<file path="config.mk">
export PLATFORM = sky130hd
export DESIGN_NAME = rtct_queue
export DESIGN_NICKNAME = d
export VERILOG_FILES = /design/src/design/rtct_pkg.sv /design/src/design/rtct_queue.sv
export SDC_FILE = /design/constraint.sdc
export NUM_CORES = 1
export LEC_CHECK = 0
export BUFFER_PORTS_ARGS = -buffer_cell sky130_fd_sc_hd__buf_4
export CAP_MARGIN = 20
export CORE_ASPECT_RATIO = 0.9
export CORE_MARGIN = 2
export CORE_UTILIZATION = 25
export DETAILED_ROUTE_END_ITERATION = 16
export GPL_ROUTABILITY_DRIVEN = 0
export SETUP_SLACK_MARGIN = 0.2
export SLEW_MARGIN = 20
export SYNTH_ARGS = -nofsm -noshare
export SYNTH_HDL_FRONTEND = slang
export SYNTH_SLANG_ARGS = --single-unit
</file>
<file path="constraint.sdc">
create_clock -name clock -period 2.9 [get_ports clock]
set_input_delay 0.145 -clock clock [delete_from_list [all_inputs] [get_ports clock]]
set_output_delay 0.145 -clock clock [all_outputs]
set_load 0.01 [all_outputs]
</file>
<file path="src/design/rtct_pkg.sv">
`timescale 1ns / 1ps
// -----------------------------------------------------------------------------
// rtct_pkg
// Shared types, codes and sizing helpers of the ready trigger completion table.
// -----------------------------------------------------------------------------
package rtct_pkg;

   localparam int SLOTS_DEFAULT       = 8192;
   localparam int HANDLE_BITS_DEFAULT = 32;
   localparam int ONGOING_BITS        = 14;
   localparam int QUEUE_DEPTH         = 2;

   typedef logic [2:0] op_type;
   localparam op_type OP_ENQ   = 3'd0;
   localparam op_type OP_SET   = 3'd1;
   localparam op_type OP_DEQ   = 3'd2;
   localparam op_type OP_DONE  = 3'd3;
   localparam op_type OP_RESET = 3'd4;

   typedef logic [1:0] err_type;
   localparam err_type ERR_NONE         = 2'd0;
   localparam err_type ERR_FULL         = 2'd1;
   localparam err_type ERR_NONE_ONGOING = 2'd2;
   localparam err_type ERR_UNALLOC      = 2'd3;

   typedef struct packed {
      logic enq;
      logic set_rdy;
      logic deq;
      logic done;
      logic clr;
   } cls_type;

   localparam int CLS_BITS = $bits(cls_type);

   // Slots per flag word; keeps at least two words in the table when there are eight slots or more.
   function automatic int word_bits(input int slots);
      return (slots >= 64) ? 32 : 4;
   endfunction

endpackage

</file>
<file path="src/design/rtct_queue.sv">
`timescale 1ns / 1ps
// -----------------------------------------------------------------------------
// rtct_queue
// Short command queue between the decode front and the table engine.
// -----------------------------------------------------------------------------
module rtct_queue #(
   parameter int WIDTH = 8
) (
   input  logic             clock,
   input  logic             reset,
   input  logic             push,
   input  logic [WIDTH-1:0] push_data,
   output logic             full,
   input  logic             pop,
   output logic [WIDTH-1:0] pop_data,
   output logic             not_empty
);

   localparam int DEPTH = rtct_pkg::QUEUE_DEPTH;
   localparam int PB    = $clog2(DEPTH);
   localparam int NB    = $clog2(DEPTH + 1);

   logic [WIDTH-1:0] entry_ff [DEPTH];
   logic [PB-1:0]    wr_ptr_ff;
   logic [PB-1:0]    wr_ptr_in;
   logic [PB-1:0]    rd_ptr_ff;
   logic [PB-1:0]    rd_ptr_in;
   logic [NB-1:0]    count_ff;
   logic [NB-1:0]    count_in;

   assign full      = (count_ff == NB'(DEPTH));
   assign not_empty = (count_ff != '0);
   assign pop_data  = entry_ff[rd_ptr_ff];

   always_comb begin
      wr_ptr_in = wr_ptr_ff;
      rd_ptr_in = rd_ptr_ff;
      count_in  = count_ff;
      if (push) begin
         wr_ptr_in = (wr_ptr_ff == PB'(DEPTH - 1)) ? '0 : wr_ptr_ff + PB'(1);
      end
      if (pop) begin
         rd_ptr_in = (rd_ptr_ff == PB'(DEPTH - 1)) ? '0 : rd_ptr_ff + PB'(1);
      end
      if (push && !pop) begin
         count_in = count_ff + NB'(1);
      end else if (pop && !push) begin
         count_in = count_ff - NB'(1);
      end
   end

   always_ff @(posedge clock) begin
      if (reset) begin
         wr_ptr_ff <= '0;
         rd_ptr_ff <= '0;
         count_ff  <= '0;
      end else begin
         wr_ptr_ff <= wr_ptr_in;
         rd_ptr_ff <= rd_ptr_in;
         count_ff  <= count_in;
      end
   end

   always_ff @(posedge clock) begin
      if (push) begin
         entry_ff[wr_ptr_ff] <= push_data;
      end
   end

endmodule

</file>
==> results.toml <==
[run_status]
status = "completed"

[worst_setup_path]
cp-end-kind = "output port"
slowest_stage = "dfxtp_1"
slowest_delay_ns = 0.55
crit_buf_inv = 1
path_cells = "mux2_2, buf_4"
cpLargestDelayFamily = "flip-flops"
worstPathRequired_ns = 2.76
worstPathMaxFanout = 8
crit_arrival_ns = 1.37
start_kind = "flop"
path_class = "flop to output port"

[route]
drt_pass1_iterations = 4
initialDrtViolationCount = 2
wirelength_um = 1232
routedWlPerCell_um = 10.71
antenna_left = 0
drt-vias-per-instance = 3.791
vias = 436
drc = 0

[sta]
maxSlewHeadroom_pct = 52.54
holdWs_ns = 0.02898
setup_slack_ns = 1.388
fin_crit_sh_pct = 52.14
slew_violations = 0
worst_pin_slew_ns = 0.7105
setup_violations = 0
rsz0062_at_grt = "false"
finalHoldViolCount = 0
skew_ns = 0.004450
clock.fmax_mhz = 661.4
min_period_ns = 1.512
fin_tns_setup_ns = 0

[placement]
dp_slack_ns = 1.603
placedCellCount = 109
place_hpwl_um = 911.2
io_buffers = 21

[min_path]
hold_class = "input pin to flop"

[clocking]
htree_levels = 1
cts_sinks = 21
clock_path_buffers = 2
cts-root-buf = "clkbuf_4"
clk_pin_slew_ns = 0.11
cts_buffers = 3
cts_tree = "done"
insertion_delay_ns = 0.29

[layout]
final_layout_size_suffix_gt1_share_pct = 47.95
final_cell_mix = "buf_4 (21), edfxtp_1 (16), mux2_2 (8)"
area_growth_pct = 32.17
fin_nets = 87
fillCellCount = 302
fin_cells = 115
n_antenna_cell = 0
final_common_cell = "buf_4"

[power]
power_density_nw_per_um2 = 566.3
vdd_ir_drop_max_v = 0.0001318
p_leak_nw = 0.4046

[synthesis]
netlist_top_cells_area = "edfxtp_1 (61%), dfxtp_1 (13%), mux2_2 (11%), xnor2_1 (2.2%), xor2_1 (2.2%)"
syn_area_sq_um = 785.8
synth_top_cell_by_area = "edfxtp_1"
synthDistinctLibCells = 16
synth_nets = 60
synth_seq_cells = 21
syn_avg_cell_area_sq_um = 16.72
yosysSeqAreaShare_pct = 73.89
netlist_instances = 47
ys_warn_count = 0
synth_top_area_share_pct = 61.15

[floorplanning]
die_h_um = 57.19
rows = 19
die_area_sq_um = 3608
core_area_sq_um = 3019
initial_core_util_pct = 26.03
io_pins = 22
die_w_um = 63.10

[global_route]
grt_max_degree = 13
grt_pass1_vias = 435
overflow = 0
track_usage_pct = 7.659
grt_pass1_wl_um = 1966
grt_antenna_before_repair = 0

[run]
drv_cap = 0
## Yosys cell counts
cell	number
a21oi_1	1
and2_1	1
and2b_2	1
buf_2	1
dfxtp_1	5
edfxtp_1	16
ha_1	1
inv_1	1
mux2_2	8
nor2_1	4
nor2b_1	1
o21ai_0	1
or2_2	1
or3_1	1
xnor2_1	2
xor2_1	2
## kinds of logic (layout without fill, tap and decap cells)
kind of cell / count (synthesis) / in the layout / share of synthesized area, %
and+or+nand+nor: 9 / 9 / 6.212
DFF: 21 / 21 / 73.89
AOI/OAI and AO/OA: 2 / 2 / 1.273
buffers and inverters: 2 / 28 / 1.114
xor gates and xnor gates: 4 / 4 / 4.459
muxes: 8 / 8 / 11.47
adders and majority gates: 1 / 1 / 1.592
## worst paths after layout
kind	start	to	slack (ns)	cells past startpoint
worst max-delay path	flop	pop_data[5]	1.39	2
worst min-delay path	reset	wr_ptr_ff$_SDFFE_PP0P_	0.03	2
worst max register to register	wr_ptr_ff$_SDFFE_PP0P_	entry_ff[0][3]$_DFFE_PP_	1.63	1
worst min register to register	count_ff[1]$_SDFFE_PP0P_	count_ff[1]$_SDFFE_PP0P_	0.51	2
## power by group
| group | switching [mW] | total [mW] | internal [mW] |
|---|---|---|---|
| logic | 0.0390 | 0.0965 | 0.0575 |
| clock network | 0.0808 | 0.132 | 0.0513 |
| registers | 0.0123 | 0.360 | 0.347 |
| total | 0.132 | 0.588 | 0.456 |
## per-stage QoR
stage | utilization, % | area (sq um) | power, mW
after floorplan | - | 785.8 | 0.4150
after global routing | 34.40 | 1039 | 0.6269
final | 34.40 | 1039 | 0.5881
after global placement | 32.82 | 991.0 | 0.4608
after CTS | 33.73 | 1018 | 0.6009
after detailed placement | 32.82 | 991.0 | 0.4636
## sequential cells by signal (all words and copies together) (netlist names), named ones only
name	cells
count_ff	2
entry_ff	16
rd_ptr_ff	1
wr_ptr_ff	1
## metal layers
| layer | part of all wire (%) | track usage, % | wire length [um] |
|---|---|---|---|
| met4 | 1.8 | 6.667 | 22 |
| met1 | 45 | 9.172 | 550 |
| met3 | 6.4 | 2.367 | 79 |
| met2 | 47 | 11.25 | 580 |
| met5 | 0 | 0 | 0 |
## timing repair
item                      4_1_cts  5_1_grt
hold endpoints to repair        0        4
resized for setup               0        0
hold buffers                    0        2
buffers inserted                0        0
## area by class of cell
| class | instances | area, sq um | area share (%) |
|---|---|---|---|
| well taps | 42 | 52.55 | 5.060 |
| multi-input cells | 24 | 196.4 | 18.92 |
| inverters | 1 | 3.754 | 0.3614 |
| repair buffers | 23 | 177.7 | 17.11 |
| clock buffers | 3 | 22.52 | 2.169 |
| flip-flops and latches | 21 | 580.6 | 55.90 |
| clock inverters | 1 | 5.005 | 0.4819 |
Note: power is estimated with default switching activity, not from simulation.
