===== src/design/rtct_pkg.sv =====
`timescale 1ns / 1ps
// -----------------------------------------------------------------------------
// rtct_pkg
// Shared types, codes and sizing helpers of the ready trigger completion table.
// -----------------------------------------------------------------------------
package rtct_pkg;

   localparam int SLOTS_DEFAULT       = 8192;
   localparam int HANDLE_BITS_DEFAULT = 32;
   localparam int ONGOING_BITS        = 14;
   localparam int QUEUE_DEPTH         = 2;

   typedef logic [2:0] op_type;
   localparam op_type OP_ENQ   = 3'd0;
   localparam op_type OP_SET   = 3'd1;
   localparam op_type OP_DEQ   = 3'd2;
   localparam op_type OP_DONE  = 3'd3;
   localparam op_type OP_RESET = 3'd4;

   typedef logic [1:0] err_type;
   localparam err_type ERR_NONE         = 2'd0;
   localparam err_type ERR_FULL         = 2'd1;
   localparam err_type ERR_NONE_ONGOING = 2'd2;
   localparam err_type ERR_UNALLOC      = 2'd3;

   typedef struct packed {
      logic enq;
      logic set_rdy;
      logic deq;
      logic done;
      logic clr;
   } cls_type;

   localparam int CLS_BITS = $bits(cls_type);

   // Slots per flag word; keeps at least two words in the table when there are eight slots or more.
   function automatic int word_bits(input int slots);
      return (slots >= 64) ? 32 : 4;
   endfunction

endpackage


===== src/design/rtct_front.sv =====
`timescale 1ns / 1ps
// -----------------------------------------------------------------------------
// rtct_front
// Request intake: takes a beat, decodes the operation and hands it to the queue.
// -----------------------------------------------------------------------------
module rtct_front #(
   parameter int SLOTS       = rtct_pkg::SLOTS_DEFAULT,
   parameter int HANDLE_BITS = rtct_pkg::HANDLE_BITS_DEFAULT
) (
   input  logic                     clock,
   input  logic                     reset,
   input  logic                     req_valid,
   output logic                     req_stall,
   input  rtct_pkg::op_type         req_op,
   input  logic [HANDLE_BITS-1:0]   req_handle,
   input  logic                     req_initial_ready,
   input  logic [$clog2(SLOTS)-1:0] req_slot,
   output logic                     push,
   input  logic                     push_full,
   output rtct_pkg::cls_type        push_cls,
   output logic [HANDLE_BITS-1:0]   push_handle,
   output logic                     push_ready,
   output logic [$clog2(SLOTS)-1:0] push_slot
);

   localparam int SB = $clog2(SLOTS);

   logic                    valid_ff;
   logic                    valid_in;
   rtct_pkg::cls_type       cls_ff;
   rtct_pkg::cls_type       cls_in;
   logic [HANDLE_BITS-1:0]  handle_ff;
   logic                    rdy_ff;
   logic [SB-1:0]           slot_ff;
   logic                    take;

   assign req_stall = valid_ff && push_full;
   assign take      = req_valid && !req_stall;
   assign push      = valid_ff && !push_full;

   always_comb begin
      cls_in = '0;
      case (req_op)
         rtct_pkg::OP_ENQ:   cls_in.enq     = 1'b1;
         rtct_pkg::OP_SET:   cls_in.set_rdy = 1'b1;
         rtct_pkg::OP_DEQ:   cls_in.deq     = 1'b1;
         rtct_pkg::OP_DONE:  cls_in.done    = 1'b1;
         rtct_pkg::OP_RESET: cls_in.clr     = 1'b1;
         default:            cls_in         = '0;
      endcase
   end

   always_comb begin
      valid_in = valid_ff;
      if (take) begin
         valid_in = 1'b1;
      end else if (push) begin
         valid_in = 1'b0;
      end
   end

   always_ff @(posedge clock) begin
      if (reset) begin
         valid_ff <= 1'b0;
      end else begin
         valid_ff <= valid_in;
      end
   end

   always_ff @(posedge clock) begin
      if (take) begin
         cls_ff    <= cls_in;
         handle_ff <= req_handle;
         rdy_ff    <= req_initial_ready;
         slot_ff   <= req_slot;
      end
   end

   assign push_cls    = cls_ff;
   assign push_handle = handle_ff;
   assign push_ready  = rdy_ff;
   assign push_slot   = slot_ff;

endmodule


===== config.mk =====
export PLATFORM = sky130hd
export DESIGN_NAME = rtct_front
export DESIGN_NICKNAME = d
export VERILOG_FILES = /design/src/design/rtct_pkg.sv /design/src/design/rtct_front.sv
export SDC_FILE = /design/constraint.sdc
export NUM_CORES = 1
export LEC_CHECK = 0
export ABC_CLOCK_PERIOD_IN_PS = 3700
export BUFFER_PORTS_ARGS = -buffer_cell sky130_fd_sc_hd__buf_2
export CORE_ASPECT_RATIO = 1.2
export CORE_UTILIZATION = 37
export CTS_CLUSTER_SIZE = 10
export DETAILED_ROUTE_END_ITERATION = 8
export PLACE_DENSITY = 0.79
export SLEW_MARGIN = 10
export SYNTH_ARGS = -nofsm -noshare
export SYNTH_HDL_FRONTEND = slang
export SYNTH_SLANG_ARGS = --single-unit

===== constraint.sdc =====
create_clock -name clock -period 3.7 [get_ports clock]
set_clock_uncertainty 0.05 [all_clocks]
set_input_delay 0.74 -clock clock [delete_from_list [all_inputs] [get_ports clock]]
set_output_delay 0.74 -clock clock [all_outputs]
set_load 0.01 [all_outputs]

==> impl_results.md <==
- Outcome: finished, final reports clean
- IO Count: 106
- Post-route DRC: 0
- RSZ-0062 raised after global routing: false
- Post-Syn Instances: 62
- Hold EP: valid_ff
- Clock slew at reported path FFs: 0.09 ns
- Synth warnings: 0
- Sequential element share of the synthesized area: 0.958
- Global route total overflow: 0
- Post-CTS Setup Bufs: 0
- Clock power frac: 0.320
- Hold Crit Class: flip-flop to flip-flop
- Comb pwr share: 0.084
- Crit start category: input port
- CTS root buffer: clkbuf_8
- Final hold violation count: 0
- CP bufs+invs: 2
- Drt total wl: 2860 microns
- Hold Buf Count CTS: 0
- Synthesized area per cell: 26.1 sq um
- CP Data Required Time: 3.61 ns
- Cells along the critical path: buf_2, and2_4, nor2b_4, buf_4
- Final Cycle Share: 0.541
- Die ar.: 4650 sq um
- Area leader, netlist: edfxtp_1
- NetSw: 232 uW
- R2R Setup Slk: 1.94 ns
- R2R depth: 3
- Synthesized cell area: 1620 sq um
- Antenna diode count: 0
- Clk_lat worst skew: 0.30 ns
- Pre-CTS setup slack: 1.36 ns
- Commonest cells in the netlist: edfxtp_1, nor3b_1, nor2b_1
- Crit path arrival time: 1.91 ns
- Synth area leaders: edfxtp_1, nor3b_1, dfxtp_1, nor2b_1, and3b_2
- Sw frac: 0.200
- Post-DR wirelength/cell: 12.3 microns
- Ys flop type: edfxtp_1
- Synth top area share: 0.946
- Max Fanout on Critical Path: 32
- All-Layer GR Usage: 0.125
- Number of synthesized register bits: 52
- Fin. max-slew vios: 0
- Fmax achieved: 0.500 GHz
- Final worst path period need: 2.00 ns
- Static Leak: 0.00101 uW
- Maxcap violations: 0
- Critical Path Sink Type: flip-flop
- Final Power: 1160 uW
- Layout area overhead: 44.6%
- Slew Limit Headroom: 0.651
- Share of layout cells above drive strength 1: 0.665
- Fraction of registers with async set/reset: 0
- Top-count cell post-synth: edfxtp_1
- Num CTS Buffers: 5
- Setup tns final: 0 ns
- Pre-Repair DR Iteration Count: 5
- Reg area: 1550 sq um
- CTS sink cnt: 52
- FILL cells: 351
- CORE AREA: 4230 sq um
- Slowest stage delay, CP: 0.46 ns
- Port bufs: 105
- Final #Nets: 228
- Number of synthesized flops with an enable pin: 51
- CTS Buffer Depth: 2
- RR Endpoint: push_handle[26]
- GPL Wtd Cong: 0.707
- Die height: 74.5 microns
- Antenna-violating nets left: 0
- CTS H-tree lvls: 2
- Vias in the first global route: 937
- Setup violators final: 0
- Worst Tran Pin Value: 0.522 ns
- Placed Cells: 224
- Die W: 62.4 microns
- Internal power: 932 uW
- Delay-heaviest family, CP: simple AND/OR/NAND/NOR gates
- Sequential share of power: 0.597
- DPL Wire Length: 2200 microns
- Distinct cell type count after synthesis: 9
- Hold Path Cell Cnt: 2
- Worst R2R Start: valid_ff
- DRT iter0 DRCs: 32
- Starting density of the core: 0.383
- Syn Nets: 115
- HP Start: valid_ff
- Largest net degree at the start of global routing: 33
- Hold slack: 0.466 ns
- Final std cells w/o fill: 232
- CTS tree: done
- Worst setup margin: 1.70 ns
- PD cells: 497 nW/um^2
- Routed via count: 979
- Vias/cell: 4.22
- Multi-input gate area: 75.1 sq um
- Initial antenna violation count: 0
- Crit Path Class: input port to flip-flop
- Rows: 26
- Global-route wire length before repair: 4140 microns
- Maximum vdd drop: 338 uV
- Post-CTS Resized: 0
- Crit-path slowest cell: buf_4
## cells in the final DEF, fill, tap and decap left out
master,count
and3b_2,1
bufinv_16,1
clkinvlp_4,1
and2_4,1
clkinv_2,1
buf_2,105
nor3b_1,3
buf_4,1
a21oi_1,1
clkbuf_8,5
nor2b_1,1
edfxtp_1,51
nor2b_4,1
dfxtp_1,1
nor2_1,1
nor3_1,1
## per-layer routing
layer	track usage	vias up	part of all wire
met5	0	-	0
met2	0.198	76	0.48
li1	-	468	-
met1	0.127	429	0.36
met4	0.0775	0	0.023
met3	0.0782	6	0.14
## power by group through the flow
stage          Combinational, uW  Clock, uW  Sequential, uW
6_report                    97.7        372             694
5_1_grt                      106        401             699
4_1_cts                     99.2        384             695
3_5_place_dp                99.1          0             708
3_3_place_gp                96.5          0             707
2_1_floorplan               14.4          0             730
## how the worst max path moves through the flow
stage / startpoint / endpoint / slack, ns / cells after the start
final: push_full / push_handle[26] / 1.70 / 4
after global routing: push_full / push_handle[7] / 1.58 / 4
after CTS: push_full / push_handle[28] / 1.69 / 4
after detailed placement: push_full / push_handle[28] / 1.36 / 4
after global placement: push_full / push_handle[22] / 1.39 / 4
after floorplan: push_full / push_cls[0] / 0.004 / 2
## kinds of logic (layout without fill, tap and decap cells)
kind of cell / count (synthesis) / after routing / synth area share
flops: 52 / 52 / 0.958
simple gates: 9 / 9 / 0.0386
compound gates: 1 / 1 / 0.00309
buf+inv: 0 / 114 / 0
## per-stage QoR
step | util | cell area (sq um)
after global placement | 0.527 | 2230
after detailed placement | 0.527 | 2230
after CTS | 0.554 | 2340
after global routing | 0.554 | 2340
after floorplan | - | 1620
final | 0.554 | 2340
## worst reg2reg max path: stages (launching register included)
cell and delay [ns]:
dfxtp_1 0.33, and2_4 0.15, nor2b_4 0.43, buf_4 0.46
## final cells by class
| class | instances | area share |
|---|---|---|
| clock buffers | 5 | 0.0294 |
| clock inverters | 3 | 0.0182 |
| multi-input cells | 10 | 0.0321 |
| flip-flops and latches | 52 | 0.663 |
| well taps | 56 | 0.0299 |
| repair buffers | 106 | 0.228 |
## sequential cells by signal (all words and copies together), names as in the netlist
name         count
push_cls         5
push_ready       1
valid_ff         1
push_handle     32
push_slot       13
(Power assumes the default switching activity.)
